[src/i2a_pkg.sv]
// ----------------------------------------------------------------------------
// i2a_pkg
// Shared widths, action codes, character codes and digit-to-ASCII mapping
// for the integer to ASCII formatter.
// ----------------------------------------------------------------------------
package i2a_pkg;

	localparam int VALUE_BITS = 32;
	localparam int WORD_BITS  = 32;

	// decimal digits needed for 2^WORD_BITS-1 (log10(2) ~ 0.30103)
	localparam int DEC_DIGITS = (WORD_BITS * 30103) / 100000 + 1;
	localparam int HEX_DIGITS = (WORD_BITS + 3) / 4;
	localparam int BCD_BITS   = 4 * DEC_DIGITS;
	localparam int HEX_BITS   = 4 * HEX_DIGITS;
	localparam int DIG_BITS   = (BCD_BITS > HEX_BITS) ? BCD_BITS : HEX_BITS;
	localparam int MAX_DIGITS = (DEC_DIGITS > HEX_DIGITS) ? DEC_DIGITS : HEX_DIGITS;
	localparam int CNT_BITS   = $clog2(MAX_DIGITS + 1);
	localparam int SHIFT_BITS = $clog2(WORD_BITS + 1);

	typedef enum logic [1:0] {
		ACT_SDEC = 2'd0,
		ACT_UDEC = 2'd1,
		ACT_HEX  = 2'd2,
		ACT_BAD  = 2'd3
	} act_t;

	localparam logic [6:0] CH_ZERO  = 7'h30;
	localparam logic [6:0] CH_MINUS = 7'h2D;
	localparam logic [6:0] CH_X     = 7'h78;
	localparam logic [6:0] CH_QUEST = 7'h3F;
	localparam logic [6:0] CH_LOW_A = 7'h61;

	// one load of the character emitter
	typedef struct packed {
		logic [DIG_BITS-1:0] digits;  // left aligned, most significant first
		logic [CNT_BITS-1:0] ndig;
		logic [1:0]          npre;
		logic [6:0]          pre0;
		logic [6:0]          pre1;
		logic                skip;    // suppress leading zeros
	} emit_job_t;

	function automatic logic [6:0] digit_char(input logic [3:0] d);
		logic [6:0] c;
		if (d < 4'd10) begin
			c = CH_ZERO + 7'(d);
		end else begin
			c = CH_LOW_A + 7'(d - 4'd10);
		end
		return c;
	endfunction

endpackage

[src/i2a_dabble.sv]
// ----------------------------------------------------------------------------
// i2a_dabble
// Bit-serial binary to BCD converter (shift and add-3), one bit per cycle.
// ----------------------------------------------------------------------------
module i2a_dabble (
	input  logic                           clk,
	input  logic                           arst_n,
	input  logic                           start,
	input  logic [i2a_pkg::WORD_BITS-1:0]  word,
	output logic                           busy,
	output logic [i2a_pkg::BCD_BITS-1:0]   bcd
);
	import i2a_pkg::*;

	logic [WORD_BITS-1:0]  bin_q;
	logic [BCD_BITS-1:0]   bcd_q;
	logic [SHIFT_BITS-1:0] cnt_q;
	logic [BCD_BITS-1:0]   adj;

	// digits of 5 or more get 3 added before the doubling shift
	always_comb begin
		for (int i = 0; i < DEC_DIGITS; i++) begin
			if (bcd_q[4*i +: 4] >= 4'd5) begin
				adj[4*i +: 4] = bcd_q[4*i +: 4] + 4'd3;
			end else begin
				adj[4*i +: 4] = bcd_q[4*i +: 4];
			end
		end
	end

	always_ff @(posedge clk or negedge arst_n) begin
		if (!arst_n) begin
			cnt_q <= '0;
		end else if (start) begin
			cnt_q <= SHIFT_BITS'(WORD_BITS);
		end else if (cnt_q != '0) begin
			cnt_q <= cnt_q - 1'b1;
		end
	end

	always_ff @(posedge clk) begin
		if (start) begin
			bin_q <= word;
			bcd_q <= '0;
		end else if (cnt_q != '0) begin
			bcd_q <= {adj[BCD_BITS-2:0], bin_q[WORD_BITS-1]};
			bin_q <= {bin_q[WORD_BITS-2:0], 1'b0};
		end
	end

	assign busy = (cnt_q != '0);
	assign bcd  = bcd_q;

endmodule

[src/i2a_emit.sv]
// ----------------------------------------------------------------------------
// i2a_emit
// Character emitter: prefix characters, then, unless stalled, one digit per
// cycle from a nibble shift register, leading zeros dropped, output registered.
// ----------------------------------------------------------------------------
module i2a_emit (
	input  logic                  clk,
	input  logic                  arst_n,
	input  logic                  load,
	input  i2a_pkg::emit_job_t    job,
	output logic                  ready,
	output logic [6:0]            character,
	output logic                  last,
	output logic                  char_valid,
	input  logic                  char_stall
);
	import i2a_pkg::*;

	logic [DIG_BITS-1:0] dig_q;
	logic [CNT_BITS-1:0] cnt_q;
	logic [1:0]          pcnt_q;
	logic [6:0]          pre0_q;
	logic [6:0]          pre1_q;
	logic                skip_q;
	logic                vld_q;
	logic [6:0]          char_q;
	logic                last_q;

	logic [3:0]          top_dig;
	logic                adv;
	logic                lead_zero;
	logic                emit;
	logic [6:0]          emit_char;
	logic                emit_last;

	assign top_dig   = dig_q[DIG_BITS-1 -: 4];
	assign adv       = !vld_q || !char_stall;
	assign lead_zero = skip_q && (top_dig == 4'd0) && (cnt_q != CNT_BITS'(1));
	assign emit      = adv && ((pcnt_q != 2'd0) || ((cnt_q != '0) && !lead_zero));
	assign ready     = (pcnt_q == 2'd0) && (cnt_q == '0);

	always_comb begin
		if (pcnt_q != 2'd0) begin
			emit_char = pre0_q;
			emit_last = (pcnt_q == 2'd1) && (cnt_q == '0);
		end else begin
			emit_char = digit_char(top_dig);
			emit_last = (cnt_q == CNT_BITS'(1));
		end
	end

	always_ff @(posedge clk or negedge arst_n) begin
		if (!arst_n) begin
			cnt_q  <= '0;
			pcnt_q <= 2'd0;
			skip_q <= 1'b0;
			vld_q  <= 1'b0;
		end else begin
			if (load) begin
				cnt_q  <= job.ndig;
				pcnt_q <= job.npre;
				skip_q <= job.skip;
			end else if (pcnt_q != 2'd0) begin
				if (adv) begin
					pcnt_q <= pcnt_q - 2'd1;
				end
			end else if (cnt_q != '0) begin
				if (lead_zero) begin
					cnt_q <= cnt_q - 1'b1;
				end else if (adv) begin
					cnt_q  <= cnt_q - 1'b1;
					skip_q <= 1'b0;
				end
			end
			if (emit) begin
				vld_q <= 1'b1;
			end else if (!char_stall) begin
				vld_q <= 1'b0;
			end
		end
	end

	always_ff @(posedge clk) begin
		if (load) begin
			dig_q  <= job.digits;
			pre0_q <= job.pre0;
			pre1_q <= job.pre1;
		end else if (pcnt_q != 2'd0) begin
			if (adv) begin
				pre0_q <= pre1_q;
			end
		end else if ((cnt_q != '0) && (lead_zero || adv)) begin
			dig_q <= {dig_q[DIG_BITS-5:0], 4'd0};
		end
		if (emit) begin
			char_q <= emit_char;
			last_q <= emit_last;
		end
	end

	assign character  = char_q;
	assign last       = last_q;
	assign char_valid = vld_q;

endmodule

[src/integer_to_ascii_formatter_core.sv]
// ----------------------------------------------------------------------------
// integer_to_ascii_formatter_core
// Formats a word as signed decimal, unsigned decimal, 0x-prefixed hex or '?' for
// an undefined action, one ASCII character per output transaction, last flag on the final one.
// ----------------------------------------------------------------------------
//  channel  | handshake              | payload
//  ---------+------------------------+----------------------------
//  item     | item_valid, item_stall | value[31:0], action[1:0]
//  char     | char_valid, char_stall | character[6:0], last
//
//  Decimal: accept, then a bit-by-bit shift through the bit-serial BCD
//  converter, a check that the converter is done and a load, then every
//  digit including skipped leading zeros, after any sign character.
//  Hex: accept, load, 10 chars.
//  The next item is taken and converted while the previous one is emitted.
//  arst_n clears all control state; char_stall holds the output register.
// ----------------------------------------------------------------------------
module integer_to_ascii_formatter_core (
	input  logic                            clk,
	input  logic                            arst_n,
	input  logic                            item_valid,
	output logic                            item_stall,
	input  logic [i2a_pkg::VALUE_BITS-1:0]  value,
	input  logic [1:0]                      action,
	output logic                            char_valid,
	input  logic                            char_stall,
	output logic [6:0]                      character,
	output logic                            last
);
	import i2a_pkg::*;

	typedef enum logic [2:0] {
		ST_IDLE = 3'b001,
		ST_CONV = 3'b010,
		ST_LOAD = 3'b100
	} state_t;

	state_t                          state_q;
	act_t                            act_q;
	logic                            neg_q;
	logic [WORD_BITS-1:0]            word_q;

	logic [WORD_BITS+VALUE_BITS-1:0] value_ext;
	logic [WORD_BITS-1:0]            word;
	logic [WORD_BITS-1:0]            mag;
	logic                            neg;
	act_t                            act_in;
	logic                            accept;
	logic                            conv_start;
	logic                            conv_busy;
	logic [BCD_BITS-1:0]             bcd;
	logic                            emit_ready;
	logic                            emit_load;
	emit_job_t                       job;

	assign value_ext  = {{WORD_BITS{1'b0}}, value};
	assign word       = value_ext[WORD_BITS-1:0];
	assign act_in     = act_t'(action);
	assign neg        = (act_in == ACT_SDEC) && word[WORD_BITS-1];
	assign mag        = neg ? (~word + 1'b1) : word;
	assign item_stall = (state_q != ST_IDLE);
	assign accept     = item_valid && !item_stall;
	assign conv_start = accept && ((act_in == ACT_SDEC) || (act_in == ACT_UDEC));
	assign emit_load  = (state_q == ST_LOAD) && emit_ready;

	always_ff @(posedge clk or negedge arst_n) begin
		if (!arst_n) begin
			state_q <= ST_IDLE;
		end else begin
			case (state_q)
				ST_IDLE: begin
					if (conv_start) begin
						state_q <= ST_CONV;
					end else if (accept) begin
						state_q <= ST_LOAD;
					end
				end
				ST_CONV: begin
					if (!conv_busy) begin
						state_q <= ST_LOAD;
					end
				end
				ST_LOAD: begin
					if (emit_ready) begin
						state_q <= ST_IDLE;
					end
				end
				default: state_q <= ST_IDLE;
			endcase
		end
	end

	always_ff @(posedge clk) begin
		if (accept) begin
			act_q  <= act_in;
			neg_q  <= neg;
			word_q <= word;
		end
	end

	always_comb begin
		job        = '0;
		job.pre0   = CH_QUEST;
		job.pre1   = CH_X;
		case (act_q)
			ACT_SDEC, ACT_UDEC: begin
				job.digits = DIG_BITS'(bcd) << (DIG_BITS - BCD_BITS);
				job.ndig   = CNT_BITS'(DEC_DIGITS);
				job.npre   = neg_q ? 2'd1 : 2'd0;
				job.pre0   = CH_MINUS;
				job.skip   = 1'b1;
			end
			ACT_HEX: begin
				job.digits = DIG_BITS'(HEX_BITS'(word_q)) << (DIG_BITS - HEX_BITS);
				job.ndig   = CNT_BITS'(HEX_DIGITS);
				job.npre   = 2'd2;
				job.pre0   = CH_ZERO;
				job.pre1   = CH_X;
			end
			default: begin
				job.npre   = 2'd1;
				job.pre0   = CH_QUEST;
			end
		endcase
	end

	i2a_dabble u_dabble (
		.clk    (clk),
		.arst_n (arst_n),
		.start  (conv_start),
		.word   (mag),
		.busy   (conv_busy),
		.bcd    (bcd)
	);

	i2a_emit u_emit (
		.clk        (clk),
		.arst_n     (arst_n),
		.load       (emit_load),
		.job        (job),
		.ready      (emit_ready),
		.character  (character),
		.last       (last),
		.char_valid (char_valid),
		.char_stall (char_stall)
	);

endmodule

[config.mk]
export PLATFORM = sky130hd
export DESIGN_NAME = integer_to_ascii_formatter_core
export DESIGN_NICKNAME = d
export VERILOG_FILES = /design/src/i2a_pkg.sv /design/src/i2a_dabble.sv /design/src/i2a_emit.sv /design/src/integer_to_ascii_formatter_core.sv
export SDC_FILE = /design/constraint.sdc
export NUM_CORES = 1
export LEC_CHECK = 0
export BUFFER_PORTS_ARGS = -buffer_cell sky130_fd_sc_hd__buf_2
export CELL_PAD_IN_SITES_DETAIL_PLACEMENT = 0
export CELL_PAD_IN_SITES_GLOBAL_PLACEMENT = 1
export CORE_MARGIN = 5
export CORE_UTILIZATION = 40
export DETAILED_ROUTE_END_ITERATION = 6
export GPL_TIMING_DRIVEN = 1
export PLACE_DENSITY = 0.79
export SYNTH_ARGS = -nofsm -noshare
export SYNTH_HDL_FRONTEND = slang
export SYNTH_SLANG_ARGS = --single-unit
export TNS_END_PERCENT = 5
[constraint.sdc]
create_clock -name clk -period 10.4 [get_ports clk]
set_input_delay 0.52 -clock clk [delete_from_list [all_inputs] [get_ports clk]]
set_output_delay 0.52 -clock clk [all_outputs]
set_load 0.05 [all_outputs]
=== After elaboration in Yosys (flattened, before gate mapping) ===
Cells that the tools add are included.

* Bits in latches: 0
* Flip-flop bits (word level): 179
* Bits in read-only memories: 0
* Output and inout port bits: 10
* Logic and storage cells: 147
* Memories: 0
* Input bits: 38
* RAM bits: 0

* Multiplexer cells: 48
* Shifts and indexed selects: 0
* $mul: 0
* Eq/ne operators: 16
* Add/sub/neg operators: 17
* Div/mod/pow operators: 0
* $lt $le $gt $ge: 11
* Bitwise operators: 1
* Reduce and logical (&&, ||, !) cells: 39

{| class="wikitable"
|+ Operator list
! cell !! count
|-
| 40-bit two-way mux || 3
|-
| 32-bit two-way mux || 3
|-
| 44-bit case mux with 2 select lines || 1
|-
| 4-bit two-way mux || 14
|-
| 4-bit by 3-bit >= comparator with 1-bit output (second input constant) || 10
|-
| 4-bit by 2-bit adder with 4-bit output (second input constant) || 9
|-
| 7-bit two-way mux || 5
|-
| 32-bit by 1-bit adder with 32-bit output (second input constant) || 1
|-
| 32-bit NOT || 1
|-
| 9-bit case mux with 2 select lines || 1
|-
| 3-bit two-way mux || 5
|-
| 6-bit two-way mux || 2
|-
| 2-bit nonzero test || 6
|-
| 1-bit logical AND || 11
|-
| 1-bit two-way mux || 10
|-
| 3-bit case mux with 3 select lines || 1
|-
| 4-bit logical NOT || 2
|-
| 2-bit inequality test (second input constant) || 4
|-
| 6-bit by 4-bit adder with 7-bit output (first input constant) || 1
|-
| 7-bit adder (first input constant) || 1
|-
| 2-bit by 1-bit equality test with 1-bit output (second input constant) || 3
|-
| 2-bit logical NOT || 3
|-
| 2-bit two-way mux || 3
|-
| 3-bit AND reduction || 2
|-
| other kinds (23) || 30
|}

=== Depth between registers and ports, before layout ===
Gate-level depths: netlist (run 1).

* Depth after elaboration: 8
* Gate-level depth with buffers: 10
* Mapped depth without buffers: 9

=== By module ===
Synthesis (run 1) repeated with hierarchy kept, for this count alone.

* Cell total of the unflattened synthesis: 898
* Area, all modules: 9888.2 µm²

{| class="wikitable"
|+ Modules (own cells, without submodules)
! module !! cells each !! area an instance (µm²) !! times used !! sequential area each (µm²)
|-
| i2a_dabble || 460 || 4309.1 || 1 || 1911.8
|-
| i2a_emit || 216 || 3198.1 || 1 || 2062.0
|-
| integer_to_ascii_formatter_core || 222 || 2381.0 || 1 || 1127.3
|}

=== Worst setup path after synthesis (run 1) ===
OpenSTA, ideal clock, no wires.

* Path kind: register to register
* Start point: register u_emit.cnt_q[0]
* End point: register u_emit.dig_q[0], enable pin
* Library setup time: 0.504 ns
* Arrival: 4.444 ns
* Required time: 9.896 ns
* Stages on the path, launching flop included: 8
* Slack: 5.452 ns
* Clock period less this slack: 4.948 ns
* Cells stage by stage: dfrtp_1 inv_1 ha_1 nor3b_2 nand2_1 nor3b_4 inv_2 a21boi_0

* Cells in the longest elaborated chain, start to end: 6
* Elaborated cells between the ends (all ways): 11
* Classes of those cells: 2 x eq/ne; 9 x reduce/logical

{| class="wikitable"
|+ Ends and longest elaborated chain
! what !! RTL line !! source
|-
| from (decl) || i2a_emit.sv:20 || <nowiki>logic [CNT_BITS-1:0] cnt_q;</nowiki>
|-
| from (signal assigned) || i2a_emit.sv:60 || <nowiki>cnt_q <= job.ndig;</nowiki>
|-
| from (signal assigned) || i2a_emit.sv:69 || <nowiki>cnt_q <= cnt_q - 1'b1;</nowiki>
|-
| from (signal assigned) || i2a_emit.sv:71 || <nowiki>cnt_q <= cnt_q - 1'b1;</nowiki>
|-
| 4-bit by 1-bit inequality test with 1-bit output || i2a_emit.sv:38 || <nowiki>assign lead_zero = skip_q && (top_dig == 4'd0) && (cnt_q != CNT_BITS'(1));</nowiki>
|-
| 1-bit logical AND || i2a_emit.sv:38 ||
|-
| 1-bit logical OR || i2a_emit.sv:92 || <nowiki>end else if ((cnt_q != '0) && (lead_zero || adv)) begin</nowiki>
|-
| 1-bit logical AND || i2a_emit.sv:92 ||
|-
| 2-bit nonzero test (no source line) || n/a ||
|-
| 2-bit AND reduction (no source line) * || n/a ||
|-
| to (signal assigned) || i2a_emit.sv:85 || <nowiki>dig_q <= job.digits;</nowiki>
|-
| to (signal assigned) || i2a_emit.sv:93 || <nowiki>dig_q <= {dig_q[DIG_BITS-5:0], 4'd0};</nowiki>
|-
| to (decl) || i2a_emit.sv:19 || <nowiki>logic [DIG_BITS-1:0] dig_q;</nowiki>
|}

Mark *: on every way between the ends. The rest lies on a longest branch, timed or not.
A chain may end at the register's enable or synchronous reset.

=== Worst setup path after layout (run 1) ===
* Start point: register state_q[0]
* End point: register u_dabble.bin_q[1], data pin

* Cells in the longest elaborated chain, start to end: 5

{| class="wikitable"
|+ Ends and longest elaborated chain
! what !! RTL line !! source
|-
| from (decl) || integer_to_ascii_formatter_core.sv:38 || <nowiki>state_t state_q;</nowiki>
|-
| from (signal assigned) || integer_to_ascii_formatter_core.sv:68 || <nowiki>state_q <= ST_IDLE;</nowiki>
|-
| from (signal assigned) || integer_to_ascii_formatter_core.sv:73 || <nowiki>state_q <= ST_CONV;</nowiki>
|-
| from (signal assigned) || integer_to_ascii_formatter_core.sv:75 || <nowiki>state_q <= ST_LOAD;</nowiki>
|-
| 3-bit by 1-bit inequality test with 1-bit output || integer_to_ascii_formatter_core.sv:61 || <nowiki>assign item_stall = (state_q != ST_IDLE);</nowiki>
|-
| 1-bit logical NOT || integer_to_ascii_formatter_core.sv:62 || <nowiki>assign accept = item_valid && !item_stall;</nowiki>
|-
| 1-bit logical AND || integer_to_ascii_formatter_core.sv:62 ||
|-
| 1-bit logical AND || integer_to_ascii_formatter_core.sv:63 || <nowiki>assign conv_start = accept && ((act_in == ACT_SDEC) || (act_in == ACT_UDEC));</nowiki>
|-
| 32-bit two-way mux || i2a_dabble.sv:42 || <nowiki>if (start) begin</nowiki>
|-
| to (signal assigned) || i2a_dabble.sv:43 || <nowiki>bin_q <= word;</nowiki>
|-
| to (signal assigned) || i2a_dabble.sv:47 || <nowiki>bin_q <= {bin_q[WORD_BITS-2:0], 1'b0};</nowiki>
|-
| to (decl) || i2a_dabble.sv:15 || <nowiki>logic [WORD_BITS-1:0] bin_q;</nowiki>
|}

Every way passes these cells.

==> out/summary.md, run 1 <==
The run finished with clean final reports. The DRC marker count from the first detailed-route iteration came out at 451. In the synthesized netlist the async set-or-reset flop fraction comes to 9.60%. In this run, CTS created clock tree buffers numbering 17.

Counting cells, the worst reg-to-reg path comes to 4. The tools report the power share of the sequential group as 43.1%. The area growth from synthesis to layout was 12.9%; the antenna diode count was 0. The kind of end point of the critical path is a flop. The initial utilization of the core area, before any placement, comes to 40.6%. The number of nets in the synthesized netlist is 954. Detailed placement ended at an HPWL of 13300 µm.

In the routed design, unresolved DRC markers number 0. The switching power total was 910 µW. The number of enable flip-flop cells after synthesis is 120. The tools report the clock root buffer master as sky130_fd_sc_hd__clkbuf_16. Mean cell area of the mapped netlist: 10.1 µm².

The register-to-register setup slack was 7.53 ns; the actual slew at the worst max-slew pin was 0.986 ns. Setup repair after global routing left no endpoint under its margin. Adding up every negative setup slack in the final design gives 0 ns.

The final critical path takes up 27.6% of the cycle. The first-pass GRT wire length is 32900 µm, and the final routed wire length divided by cell count is 16.5 µm. The top cell types in the final layout, fill and taps aside, are sky130_fd_sc_hd__nand2_1, sky130_fd_sc_hd__edfxtp_1, sky130_fd_sc_hd__o21ai_0. In this run the worst path has a maximum fanout of 40. The via count is 6371. Port buffering added 47 buffers.

The number of pins exceeding their max-slew limit in the final report is 0. The delay of the slowest cell on the worst path came out at 0.82 ns. The floorplan has 54 rows.

The die covers 0.0253 mm². Summed over all layers, the routed wires come to 20000 µm. On the final layout, the worst clock skew is 0.00874 ns.

The logs give 3.81 nW for the leakage dissipation and 0 for the initial antenna violation count. Nature of the critical path startpoint: a flop. CTS saw 177 sinks. Once layout is done, the placed cells without fillers occupy 0.0100 mm². The fill cell total of the finished layout was 2086; the worst supply voltage drop on vdd was 0.110 mV.

The logs give 2 for the deepest clock path buffer count and 31.0% for the fraction of power consumed by combinational cells. In the synthesized netlist the dominant register cell turns out to be sky130_fd_sc_hd__edfxtp_1. TritonCTS built the clock tree. The switching fraction of total power came out at 33.4%. Final hold analysis gives a worst-case slack of 0.0199 ns. Launch point of the worst reg-to-reg path: state_q[0]$_DFFE_PN1P_. Routability-driven placement finished with a final weighted congestion of 0.793. Of the cells placed in the final design, the portion with a size suffix greater than 1 is 11.4%.

Post-CTS repair changed the size of 0 cells. The data arrival time of the worst path came out at 3.03 ns. Slowest cell on the critical path: sky130_fd_sc_hd__and3_2. Cell internal power was estimated by the tool at 1.81 mW. Using the TritonRoute via totals, the vias-per-cell ratio works out to 5.28.

Setup violations remaining at the end of the flow were counted as 0. Summing every instance area after synthesis gives 0.00890 mm². Max-capacitance violation count: 0. The detailed-routing iteration count for the pre-antenna-repair pass is 5.

The post-synthesis cell type count was 55; the core area was 0.0219 mm². The number of global-route vias before repair came out at 6273. The count of buffers added by post-CTS timing repair for setup is 0. The count of nets left with antenna violations once routing finished came out at 0. Class of the most critical hold timing path: in -> async. The die height came out at 159 µm.

For this design the top-level I/O count stands at 48. The clock network is responsible for 25.9% of the overall power. The worst register-to-register path ends at u_dabble.bin_q[1]$_DFFE_PP_. In this run the cell area measured after placement is 0.00940 mm².

The yosys synthesis warning count is 0. Relative slew slack: 33.7%. The highest attainable clock frequency was 349 MHz.

The total number of nets in the final design is 985. STA puts the critical path data required time at 10.56 ns. Power spread over the standard cell area amounts to 271 mW/mm². Global routing consumed, over all layers together, 15.8% of the routing resources. The number of buffers and inverters on the critical path was 1; the pin count of the biggest net entering global routing was 81.

Traced cell by cell, the critical path runs through and3_2, nor2b_4, buf_4, a31oi_1. The commonest non-fill, non-tap cell in the layout was sky130_fd_sc_hd__nand2_1. Clock latency on the worst-skew pair, taken at its later pin, is 0.43 ns. Clock-pin slew was measured on the worst setup and hold paths at 0.07 ns. The post-synthesis sequential area ratio was 54.3%; the number of cells produced by synthesis was 882. The overall overflow remaining after global route was 0. Deepest level of the CTS H-tree: 4.

The worst path in the final design needs a cycle of 2.87 ns, including I/O delays and setup. Synthesis inferred 177 register bits. The number of hold-repair buffers added at the cts stage was 0; the x dimension of the die was 159 µm. The run gives 45.9% as the post-route core utilization. The start-to-end type of the worst setup path is reg -> reg. The critical path's top delay family was simple AND/OR/NAND/NOR gates.

The hold violation total from the final report was 0.
-- worst max path at each step --
stage / slack [ns] / end / start / cells past startpoint
global placement: 7.50 / u_dabble.bin_q[1]$_DFFE_PP_ / item_valid / 5
finish: 7.53 / u_dabble.bin_q[1]$_DFFE_PP_ / state_q[0]$_DFFE_PN1P_ / 4
detailed placement: 7.47 / u_dabble.bin_q[1]$_DFFE_PP_ / item_valid / 5
floorplan: 5.45 / u_emit.dig_q[0]$_SDFFCE_PN0P_ / u_emit.cnt_q[0]$_DFFE_PN0P_ / 7
CTS: 7.48 / u_dabble.bin_q[1]$_DFFE_PP_ / state_q[0]$_DFFE_PN1P_ / 4
global route: 7.27 / u_emit.dig_q[0]$_SDFFCE_PN0P_ / u_emit.pcnt_q[0]$_DFFE_PN0P_ / 9
-- power groups by stage --
stage	clock [mW]	combinational, mW	sequential [mW]
2_1_floorplan	0	0.646	1.17
3_3_place_gp	0	0.831	1.18
3_5_place_dp	0	0.851	1.19
4_1_cts	0.718	0.856	1.18
5_1_grt	0.749	0.976	1.20
6_report	0.706	0.844	1.17
-- sequential cells by signal (all words and copies together) (netlist names) --
signal             flops
neg_q                  1
u_emit.last            1
u_emit.cnt_q           4
word_q                32
u_emit.pre0_q          5
u_dabble.cnt_q         6
u_dabble.bin_q        32
u_emit.dig_q          40
u_emit.char_valid      1
u_dabble.bcd          40
u_emit.character       7
u_emit.pcnt_q          2
state_q                3
u_emit.skip_q          1
act_q                  2
-- per-stage QoR --
stage	power, mW	setup WS (ns)	instances
6_report	2.72	7.53	1206
5_1_grt	2.93	7.27	1206
4_1_cts	2.75	7.48	1206
3_5_place_dp	2.04	7.47	1174
3_3_place_gp	2.02	7.50	1174
2_1_floorplan	1.82	5.45	882
-- cell usage after synthesis (2+ instances only) --
library cell	n	area share, %
sky130_fd_sc_hd__dfxtp_1	40	9.0
sky130_fd_sc_hd__mux2_2	5	0.63
sky130_fd_sc_hd__xor2_1	27	2.7
sky130_fd_sc_hd__nor4_1	4	0.28
sky130_fd_sc_hd__and2_1	11	0.77
sky130_fd_sc_hd__a31oi_1	4	0.28
sky130_fd_sc_hd__mux2i_1	5	0.56
sky130_fd_sc_hd__o21a_1	2	0.17
sky130_fd_sc_hd__nand3b_1	3	0.25
sky130_fd_sc_hd__a211oi_1	6	0.51
sky130_fd_sc_hd__nand2b_1	16	1.1
sky130_fd_sc_hd__nor2b_1	20	1.4
sky130_fd_sc_hd__nand2_1	129	5.4
sky130_fd_sc_hd__clkbuf_1	38	1.6
sky130_fd_sc_hd__and3_1	2	0.14
sky130_fd_sc_hd__or3_1	2	0.14
sky130_fd_sc_hd__edfxtp_1	120	41
sky130_fd_sc_hd__a2bb2oi_1	18	1.8
sky130_fd_sc_hd__nand3_1	17	0.96
sky130_fd_sc_hd__inv_1	34	1.4
sky130_fd_sc_hd__a21oi_1	75	4.2
sky130_fd_sc_hd__o21ai_0	93	5.2
sky130_fd_sc_hd__nor3b_1	3	0.25
sky130_fd_sc_hd__xnor2_1	19	1.9
sky130_fd_sc_hd__dfrtp_1	16	4.5
sky130_fd_sc_hd__o211ai_1	7	0.59
sky130_fd_sc_hd__o31ai_1	20	1.7
sky130_fd_sc_hd__o41ai_1	3	0.30
sky130_fd_sc_hd__nand4_1	4	0.28
sky130_fd_sc_hd__buf_2	6	0.34
sky130_fd_sc_hd__ha_1	34	4.8
sky130_fd_sc_hd__nor2_1	60	2.5
sky130_fd_sc_hd__nor3_1	17	0.96
-- final cells by class --
| cell class | instances | area, µm² | share of cell area [%] |
|---|---|---|---|
| clock buffer | 21 | 460 | 4.58 |
| clock inverter | 11 | 184 | 1.83 |
| inverter | 35 | 131 | 1.31 |
| multi-input combinational | 626 | 3790 | 37.7 |
| sequential | 177 | 4830 | 48.1 |
| tap | 280 | 350 | 3.49 |
| timing repair buffer | 56 | 303 | 3.01 |
-- cell families (layout without fill, tap and decap cells) --
family | Yosys count | count (layout) | synth area share (%)
buffers and inverters | 79 | 123 | 3.42
AOI/OAI and AO/OA | 237 | 237 | 15.8
DFF | 177 | 177 | 54.3
muxes | 10 | 10 | 1.20
xor gates and xnor gates | 46 | 46 | 4.53
and+or+nand+nor | 299 | 299 | 16.0
adders and majority gates | 34 | 34 | 4.78
-- worst register-to-register path: cells and delay by family, from the launching register on --
kind / cells / cell delay, ns
AND/OR/NAND/NOR: 2 / 1.38
AO/OA/AOI/OAI: 1 / 0.14
buffers and inverters: 1 / 0.48
flip-flops: 1 / 0.60
-- metal layers --
layer	share of wire, %	global-route usage [%]	vias to the layer above
met3	3.9	3.83	18
met1	46	21.0	3055
met4	0.95	3.37	0
li1	-	-	3192
met5	0	0	-
met2	50	26.3	106
Power figures use the tool's default switching activity.
==> run 2, diff against run 1 <==
Settings changed: ABC_AREA from default to 1, PLACE_DENSITY 0.79 to 0.8.
Clock period 10.4 ns to 3 ns, I/O delays scaled along.
==> run 2 against run 1 <==
Against the previous run:
- count of clock-buffer cells in the layout grew 4
- via count grew 10%
- final cell count grew 15%
- clock skew is essentially flat
- worst hold slack gained 0.0052 ns
- total power grew to 3.5 times the previous value
- critical path depth grew 3
- first-iteration DRC count shrank 14%
- register-to-register slack lost 6.9 ns
- routed wire length grew 5.2%
- largest cell class unchanged
==> out/summary.md, run 2 <==
The flow ran to the end, and the final reports show no timing, DRC or antenna violations. The max-capacitance violation count was 0 (unchanged); the deepest level of the CTS H-tree was 4 (unchanged). The DRC marker count from the first detailed-route iteration is 390 (-14%), and the die height is 161 µm (+1.0%). The total negative slack is 0 ns (unchanged), and the yosys synthesis warning count is 0 (unchanged).

Mean cell area of the mapped netlist: 8.98 µm² (-11%). TritonCTS built the clock tree. The power share of the sequential group is 43.0% (about the same). The highest attainable clock frequency is 424 MHz (+21%). Ranked by total cell area, the synthesized netlist is headed by sky130_fd_sc_hd__edfxtp_1, sky130_fd_sc_hd__nand2_1, sky130_fd_sc_hd__dfxtp_1.

For the instance area after placement, the log shows 0.00961 mm² (+2.2%). The core area is 0.0225 mm² (+2.8%). In the synthesized netlist the dominant register cell turns out to be sky130_fd_sc_hd__edfxtp_1.

STA classifies the critical path startpoint as a flop. For the clock tree skew after final layout, the log shows 0.00872 ns (-0.0000165 ns). The run gives 33.7% (+2.7 points) as the fraction of power consumed by combinational cells.

The run gives 0.00483 mm² (unchanged) as the sequential cell area in the final layout. Most numerous cell in the Yosys netlist: sky130_fd_sc_hd__nand2_1. The required time of the critical path is 3.06 ns (-7.50 ns), and the data arrival time of the worst path is 2.42 ns (-0.61 ns). The leakage dissipation was 4.65 nW (+22%); the final standard cell count with taps included and fillers excluded was 1391 (+15%). The kind of end point of the critical path was a flop. In the synthesized netlist, the cells that appear most often are sky130_fd_sc_hd__nand2_1, sky130_fd_sc_hd__inv_1, sky130_fd_sc_hd__edfxtp_1. The number of buffers added by the clock tree synthesis step came out at 17 (unchanged). The x dimension of the die was 161 µm (+1.0%). The total length of routed wires came out at 21000 µm (+5.2%). The clock slew at the register clock pins of the worst setup and hold paths is 0.06 ns (about the same), and the post-route core utilization is 46.9% (+0.98 points). The number of flip-flops and latches in the synthesized netlist is 177 (unchanged), and the weighted congestion at the end of routability-driven global placement is 0.830 (+4.7%).

Compared with the post-synthesis result, the final layout area differs by 16.0%. The run gives 7005 (+10%) as the via count. The largest fanout on the critical path was 40 (unchanged). The final instance area came out at 0.0106 mm² (+5.0%).

The overall overflow remaining after global route came out at 0 (unchanged). Post-synthesis cell type with the largest combined area: sky130_fd_sc_hd__edfxtp_1. The post-synthesis cell type count is 40 (-27%), and the number of global-route vias before repair is 6840 (+9.0%).

The floorplan row count came out at 55 (+1.9%). The class of the most critical hold timing path is in -> reg. The tools report the worst supply voltage drop on vdd as 0.409 mV (+270%). The number of cells after detailed placement is 1324 (+13%), and the minimum setup slack after placement is 0.654 ns (-6.82 ns). The number of enable flip-flop cells after synthesis was 120 (unchanged). The tree is rooted in a sky130_fd_sc_hd__clkbuf_16. The ratio of routed vias to standard cells came out at 5.04 (-4.7%). The share of synthesized flip-flops with an asynchronous set or reset works out to 9.60% (unchanged).

The power per cell area is 892 mW/mm² (+230%), and the fraction of synthesized cell area taken by the top area cell type is 39.6% (-0.87 points). The post-synthesis sequential area ratio is 53.1% (-1.2 points), and the number of failing setup endpoints in the final timing report is 0 (unchanged). The internal power summed over all cells was 6.04 mW (+230%); the path depth of the worst reg2reg path was 7 (+3). The switching fraction of total power was 35.8% (+2.4 points).

The initial antenna violation count is 0 (unchanged). The number of cells traversed by the worst hold path works out to 1. Global-route usage over all layers: 16.8% (+1.0 points). Setup repair after global routing left no endpoint under its margin. The synthesized area is 0.00909 mm² (+2.2%), and the fraction of final layout cells sized beyond drive strength 1 is 10.9% (-0.51 points). The tools report the insertion delay to the later sink of the worst-skew pair as 0.42 ns (about the same).

The tools report the switching power total as 3.37 mW (+270%). The portion of total power attributed to the clock network is 23.3% (-2.6 points), and the final worst-path setup slack is 0.639 ns (-6.89 ns). The total number of nets in the final design was 1165 (+18%); the relative slew slack was 46.6% (+13 points). The post-route DRC violation count was 0 (unchanged); the pin count of the biggest net entering global routing was 48 (-41%).

The first-pass GRT wire length is 35300 µm (+7.4%). Number of primary I/O pins: 48 (unchanged). Number of cells produced by synthesis: 1013 (+15%). The commonest non-fill, non-tap cell in the layout was sky130_fd_sc_hd__nand2_1. The post-route antenna net violation count is 0 (unchanged), and the total chip power is 9.41 mW (+250%). The count of input and output buffers is 47 (unchanged), and the detailed-routing iteration count for the pre-antenna-repair pass is 5 (unchanged). The logs give 0.0258 mm² (+2.1%) for the area of the die and 0 (unchanged) for the number of pins exceeding their max-slew limit in the final report. In the layout the commonest cells are sky130_fd_sc_hd__nand2_1, sky130_fd_sc_hd__inv_1, sky130_fd_sc_hd__edfxtp_1.

The deepest clock path buffer count was 2 (unchanged). The CTS sink count is 177 (unchanged). The tools report the area used by multi-input combinational logic as 0.00361 mm² (-4.6%). The initial core utilization was 40.4% (-0.24 points). The antenna diode count was 0 (unchanged); the actual slew at the worst max-slew pin was 0.800 ns (-0.186 ns). The final routed wire length divided by cell count is 15.1 µm (-8.8%), and the clock period minus final worst setup slack is 2.36 ns (-0.506 ns).

The fill cell total of the finished layout is 2099 (+0.62%), and the final critical-path share of the clock period is 78.7% (+51 points). The setup path with the least slack is of type reg -> reg. The hold violation total from the final report is 0 (unchanged). The logs give 14900 µm (+12%) for the detailed placer's ending HPWL and 1085 (+14%) for the number of nets produced by synthesis.

For the final hold slack, the log shows 0.0251 ns (+0.00516 ns).
-- run 2: changes by cell type in the layout (fill, tap and decap cells not counted), moves of 17 or more --
cell / previous run / this run
sky130_fd_sc_hd__a21oi_1: 75 / 18
sky130_fd_sc_hd__a2bb2oi_1: 18 / 0
sky130_fd_sc_hd__dlygate4sd3_1: 0 / 35
sky130_fd_sc_hd__inv_1: 34 / 125
sky130_fd_sc_hd__nand2_1: 129 / 260
sky130_fd_sc_hd__nand3_1: 17 / 80
sky130_fd_sc_hd__nor2b_1: 18 / 0
sky130_fd_sc_hd__xnor2_1: 19 / 2
-- run 2: power groups by stage --
stage | registers (mW) | clock network, mW | logic [mW]
after floorplan | 4.12 | 0 | 2.30
after global placement | 4.08 | 0 | 3.09
final | 4.05 | 2.20 | 3.17
after detailed placement | 4.09 | 0 | 3.15
after global routing | 4.13 | 2.35 | 3.68
after CTS | 4.05 | 2.25 | 3.20
-- run 2: area by class of cell --
| type | instances | share of cell area (%) |
|---|---|---|
| repair buffers | 93 | 6.33 |
| clock inverters | 7 | 0.391 |
| clock buffers | 25 | 5.22 |
| well taps | 285 | 3.38 |
| flip-flops and latches | 177 | 45.8 |
| inverters | 130 | 4.63 |
| multi-input cells | 674 | 34.3 |
-- run 2: cells by family after synthesis --
kind of cell	after synthesis	share of synthesized area, %
adders and majority gates	34	4.68
buffers and inverters	162	7.22
and+or+nand+nor	447	21.0
DFF	177	53.1
AOI/OAI and AO/OA	168	11.5
xor gates and xnor gates	25	2.41
-- run 2: timing repair --
item,4_1_cts,5_1_grt
resized for setup,0,0
buffers inserted,0,0
endpoints found under the hold margin,51,0
hold buffers,35,0
-- run 2: metal layers --
layer  vias to the layer above  part of all wire, %  global-route usage, %
met5                         -                    0                      0
met3                        11                  3.4                   2.85
met2                       124                   48                   28.2
met1                      3316                   47                   22.9
li1                       3554                    -                      -
met4                         0                 0.66                   3.92
-- run 2: path summary, 6_finish.rpt --
check	start	end	slack, ns
worst max-delay path	u_emit.pcnt_q[0]$_DFFE_PN0P_	u_emit.dig_q[32]$_DFFE_PP_	0.64
worst min-delay path	value[31]	word_q[31]$_DFFE_PP_	0.03
worst max register to register	u_emit.pcnt_q[0]$_DFFE_PN0P_	u_emit.dig_q[32]$_DFFE_PP_	0.64
worst min register to register	u_dabble.bcd[39]$_SDFFE_PN0P_	u_dabble.bcd[39]$_SDFFE_PN0P_	0.47
max in group asynchronous	arst_n	state_q[0]$_DFFE_PN1P_	2.44
min in group asynchronous	arst_n	u_emit.char_valid$_DFFE_PN0P_	0.22
-- run 2: critical path: stages, from the launching register on --
cell and delay [ns]:
sky130_fd_sc_hd__dfrtp_1 0.40, sky130_fd_sc_hd__inv_1 0.11, sky130_fd_sc_hd__ha_1 0.44, sky130_fd_sc_hd__nand3_4 0.19, sky130_fd_sc_hd__nand2_1 0.11, sky130_fd_sc_hd__nand2_1 0.18
sky130_fd_sc_hd__inv_1 0.10, sky130_fd_sc_hd__buf_4 0.45
==> run 3, diff against run 2 <==
Clock period 3 ns to 2.5 ns, I/O delays scaled along.
==> run 3 against run 2 <==
Against the previous run:
- via count increased by 1.9%
- die area unchanged
- global-route usage increased by 0.56 points
- clock power rose by 28%
- register-to-register slack worse by 0.40 ns
- count of clock-buffer cells in the layout decreased by 5
- clock skew fell by 0.0022 ns
- critical path type unchanged
- largest cell class unchanged
- largest power group unchanged
==> out/summary.md, run 3 (synthesized netlist as in run 2, its figures left out) <==
The run gives 0.235 ns (-0.405 ns) as the final worst-path setup slack. The final routed wire length divided by cell count came out at 15.6 µm (+3.7%). The detailed placer's ending HPWL was 15400 µm (+3.2%); the DRC marker count from the first detailed-route iteration was 502 (+29%). The overall overflow remaining after global route was 0 (unchanged); the number of pins exceeding their max-slew limit in the final report was 0 (unchanged).

Number of hold-repair buffers added at the cts stage: 37 (+5.7%). The number of primary I/O pins is 48 (unchanged). The fraction of final layout cells sized beyond drive strength 1 is 11.2% (+0.30 points). The instance area after placement is 0.00968 mm² (+0.70%). The tools report the total length of routed wires as 21900 µm (+4.1%). The tools report the core area as 0.0225 mm² (unchanged). For the count of buffers added by post-CTS timing repair for setup, the log shows 0 (unchanged).

The minimum setup slack after placement was 0.274 ns (-0.380 ns). The weighted congestion at the end of routability-driven global placement was 0.854 (+2.9%). The fill cell total of the finished layout is 2106 (+0.33%). The run gives 2.75 ns (-0.31 ns) as the required time of the critical path. The initial core utilization was 40.4% (unchanged). The number of cells after detailed placement was 1328 (+0.30%); the ratio of routed vias to standard cells was 5.11 (+1.5%). The deepest clock path buffer count was 2 (unchanged). Sequential cell area in the final layout: 0.00483 mm² (unchanged). The worst setup path is of the reg -> reg kind.

The clock slew at the register clock pins of the worst setup and hold paths came out at 0.07 ns (about the same). The area growth from synthesis to layout came out at 17.3%. The final instance area came out at 0.0107 mm² (+1.1%). The x dimension of the die came out at 161 µm (unchanged). The run gives 441 MHz (+4.2%) as the highest attainable clock frequency. The number of global-route vias before repair came out at 7127 (+4.2%).

The deepest level of the CTS H-tree was 4 (unchanged); the post-route antenna net violation count was 0 (unchanged). For the worst supply voltage drop on vdd, the log shows 0.544 mV (+33%). Setup repair after global routing left no endpoint under its margin. The post-CTS resize count is 0 (unchanged), and the clock tree skew after final layout is 0.00654 ns (-0.00218 ns).

The tools report the data arrival time of the worst path as 2.52 ns (+0.10 ns). The clock period minus final worst setup slack came out at 2.27 ns (-0.0953 ns). Post-route DRC violation count: 0 (unchanged). The run finished with clean final reports. For the total number of nets in the final design, the log shows 1171 (+0.52%). For the CTS sink count, the log shows 177 (unchanged).

The count of input and output buffers works out to 47 (unchanged). The tools report the total negative slack as 0 ns (unchanged). The insertion delay to the later sink of the worst-skew pair was 0.43 ns (about the same); the area used by multi-input combinational logic was 0.00361 mm² (unchanged). The tools report the pin count of the biggest net entering global routing as 43 (-10%). The floorplan row count came out at 55 (unchanged). The detailed-routing iteration count for the pre-antenna-repair pass came out at 7 (+2). The die height is 161 µm (unchanged).

Kind of end point of the critical path: a flop. The tightest min-delay check is of the in -> async type. The run gives 7141 (+1.9%) as the via count. The final critical-path share of the clock period is 90.6% (+12 points).

Leaving out fill and tap cells, the most frequent cell in the layout is sky130_fd_sc_hd__nand2_1. The leakage dissipation is 4.68 nW (+0.72%). In the layout the commonest cells are sky130_fd_sc_hd__nand2_1, sky130_fd_sc_hd__inv_1, sky130_fd_sc_hd__edfxtp_1.

The global-route usage over all layers came out at 17.4% (+0.56 points). The logs give 0 (unchanged) for the number of failing setup endpoints in the final timing report and 17 (unchanged) for the number of buffers added by the clock tree synthesis step. The run gives 26.9% (-20 points) as the relative slew slack. The tools report the final standard cell count with taps included and fillers excluded as 1397 (+0.43%).

The actual slew at the worst max-slew pin works out to 1.09 ns (+0.286 ns). The nature of the critical path startpoint was a flop. The antenna diode count is 0 (unchanged), and the power per cell area is 1080 mW/mm² (+21%). Clock tree synthesis selected as its root buffer the cell sky130_fd_sc_hd__clkbuf_16. First-pass GRT wire length: 36300 µm (+2.8%). The largest fanout on the critical path is 32 (-20%). The hold violation total from the final report is 0 (unchanged). The tools report the area of the die as 0.0258 mm² (unchanged). TritonCTS built the clock tree.

Max-capacitance violation count: 0 (unchanged). The tools report the initial antenna violation count as 0 (unchanged). The tools report the final hold slack as 0.176 ns (+0.151 ns).
==> run 3: cell types whose count changed in the layout (fill, tap and decap cells not counted), moves of 2 or more <==
cell,before,now
sky130_fd_sc_hd__buf_12,0,3
sky130_fd_sc_hd__clkbuf_16,21,17
sky130_fd_sc_hd__dlygate4sd3_1,35,37
sky130_fd_sc_hd__inv_6,0,2
sky130_fd_sc_hd__bufinv_16,0,4
sky130_fd_sc_hd__inv_4,2,0
sky130_fd_sc_hd__clkinvlp_4,0,3
sky130_fd_sc_hd__clkinv_2,4,1
==> run 3: critical path, cell delays in order, from the launching register on <==
cell,delay (ns)
sky130_fd_sc_hd__dfrtp_1,0.39
sky130_fd_sc_hd__inv_1,0.11
sky130_fd_sc_hd__ha_1,0.43
sky130_fd_sc_hd__nand3_4,0.21
sky130_fd_sc_hd__inv_2,0.15
sky130_fd_sc_hd__nand2_1,0.10
sky130_fd_sc_hd__inv_2,0.41
sky130_fd_sc_hd__nand2_1,0.14
sky130_fd_sc_hd__o211ai_1,0.12
==> run 3: cell type report <==
class | count | area share (%)
well taps | 285 | 3.34
repair buffers | 99 | 7.09
flip-flops and latches | 177 | 45.3
clock buffers | 20 | 4.09
multi-input cells | 674 | 33.9
clock inverters | 12 | 1.71
inverters | 130 | 4.58
==> run 3: path summary, 6_finish.rpt <==
path / slack (ns) / endpoint / start / cells past startpoint
worst min register to register: 0.48 / u_dabble.bcd[39]$_SDFFE_PN0P_ / u_dabble.bcd[39]$_SDFFE_PN0P_ / 2
min in group clk: 0.44 / word_q[2]$_DFFE_PP_ / value[2] / 2
max in group asynchronous: 1.99 / state_q[0]$_DFFE_PN1P_ / arst_n / 2
worst max register to register: 0.23 / u_emit.dig_q[9]$_DFFE_PP_ / u_emit.pcnt_q[0]$_DFFE_PN0P_ / 8
worst max-delay path: 0.23 / u_emit.dig_q[9]$_DFFE_PP_ / u_emit.pcnt_q[0]$_DFFE_PN0P_ / 8
worst min-delay path: 0.18 / u_emit.char_valid$_DFFE_PN0P_ / arst_n / 2
==> run 3: metrics by stage <==
step                      total power [mW]  util, %
after detailed placement              8.74     43.0
final                                 11.6     47.4
after CTS                             11.6     47.4
after global placement                8.67     43.0
after floorplan                       7.70        -
after global routing                  12.4     47.4
==> run 3: layer usage <==
layer	vias to the layer above	part of all wire, %	GRT usage (%)
met4	0	1.9	5.51
met2	134	49	29.9
met5	-	0	0
met1	3409	46	22.8
met3	29	3.6	2.57
li1	3569	-	-
==> run 3: report_power, final <==
part	total, mW	switching, mW	internal (mW)
combinational	3.86	2.48	1.38
clock	2.82	1.14	1.68
sequential	4.88	0.522	4.36
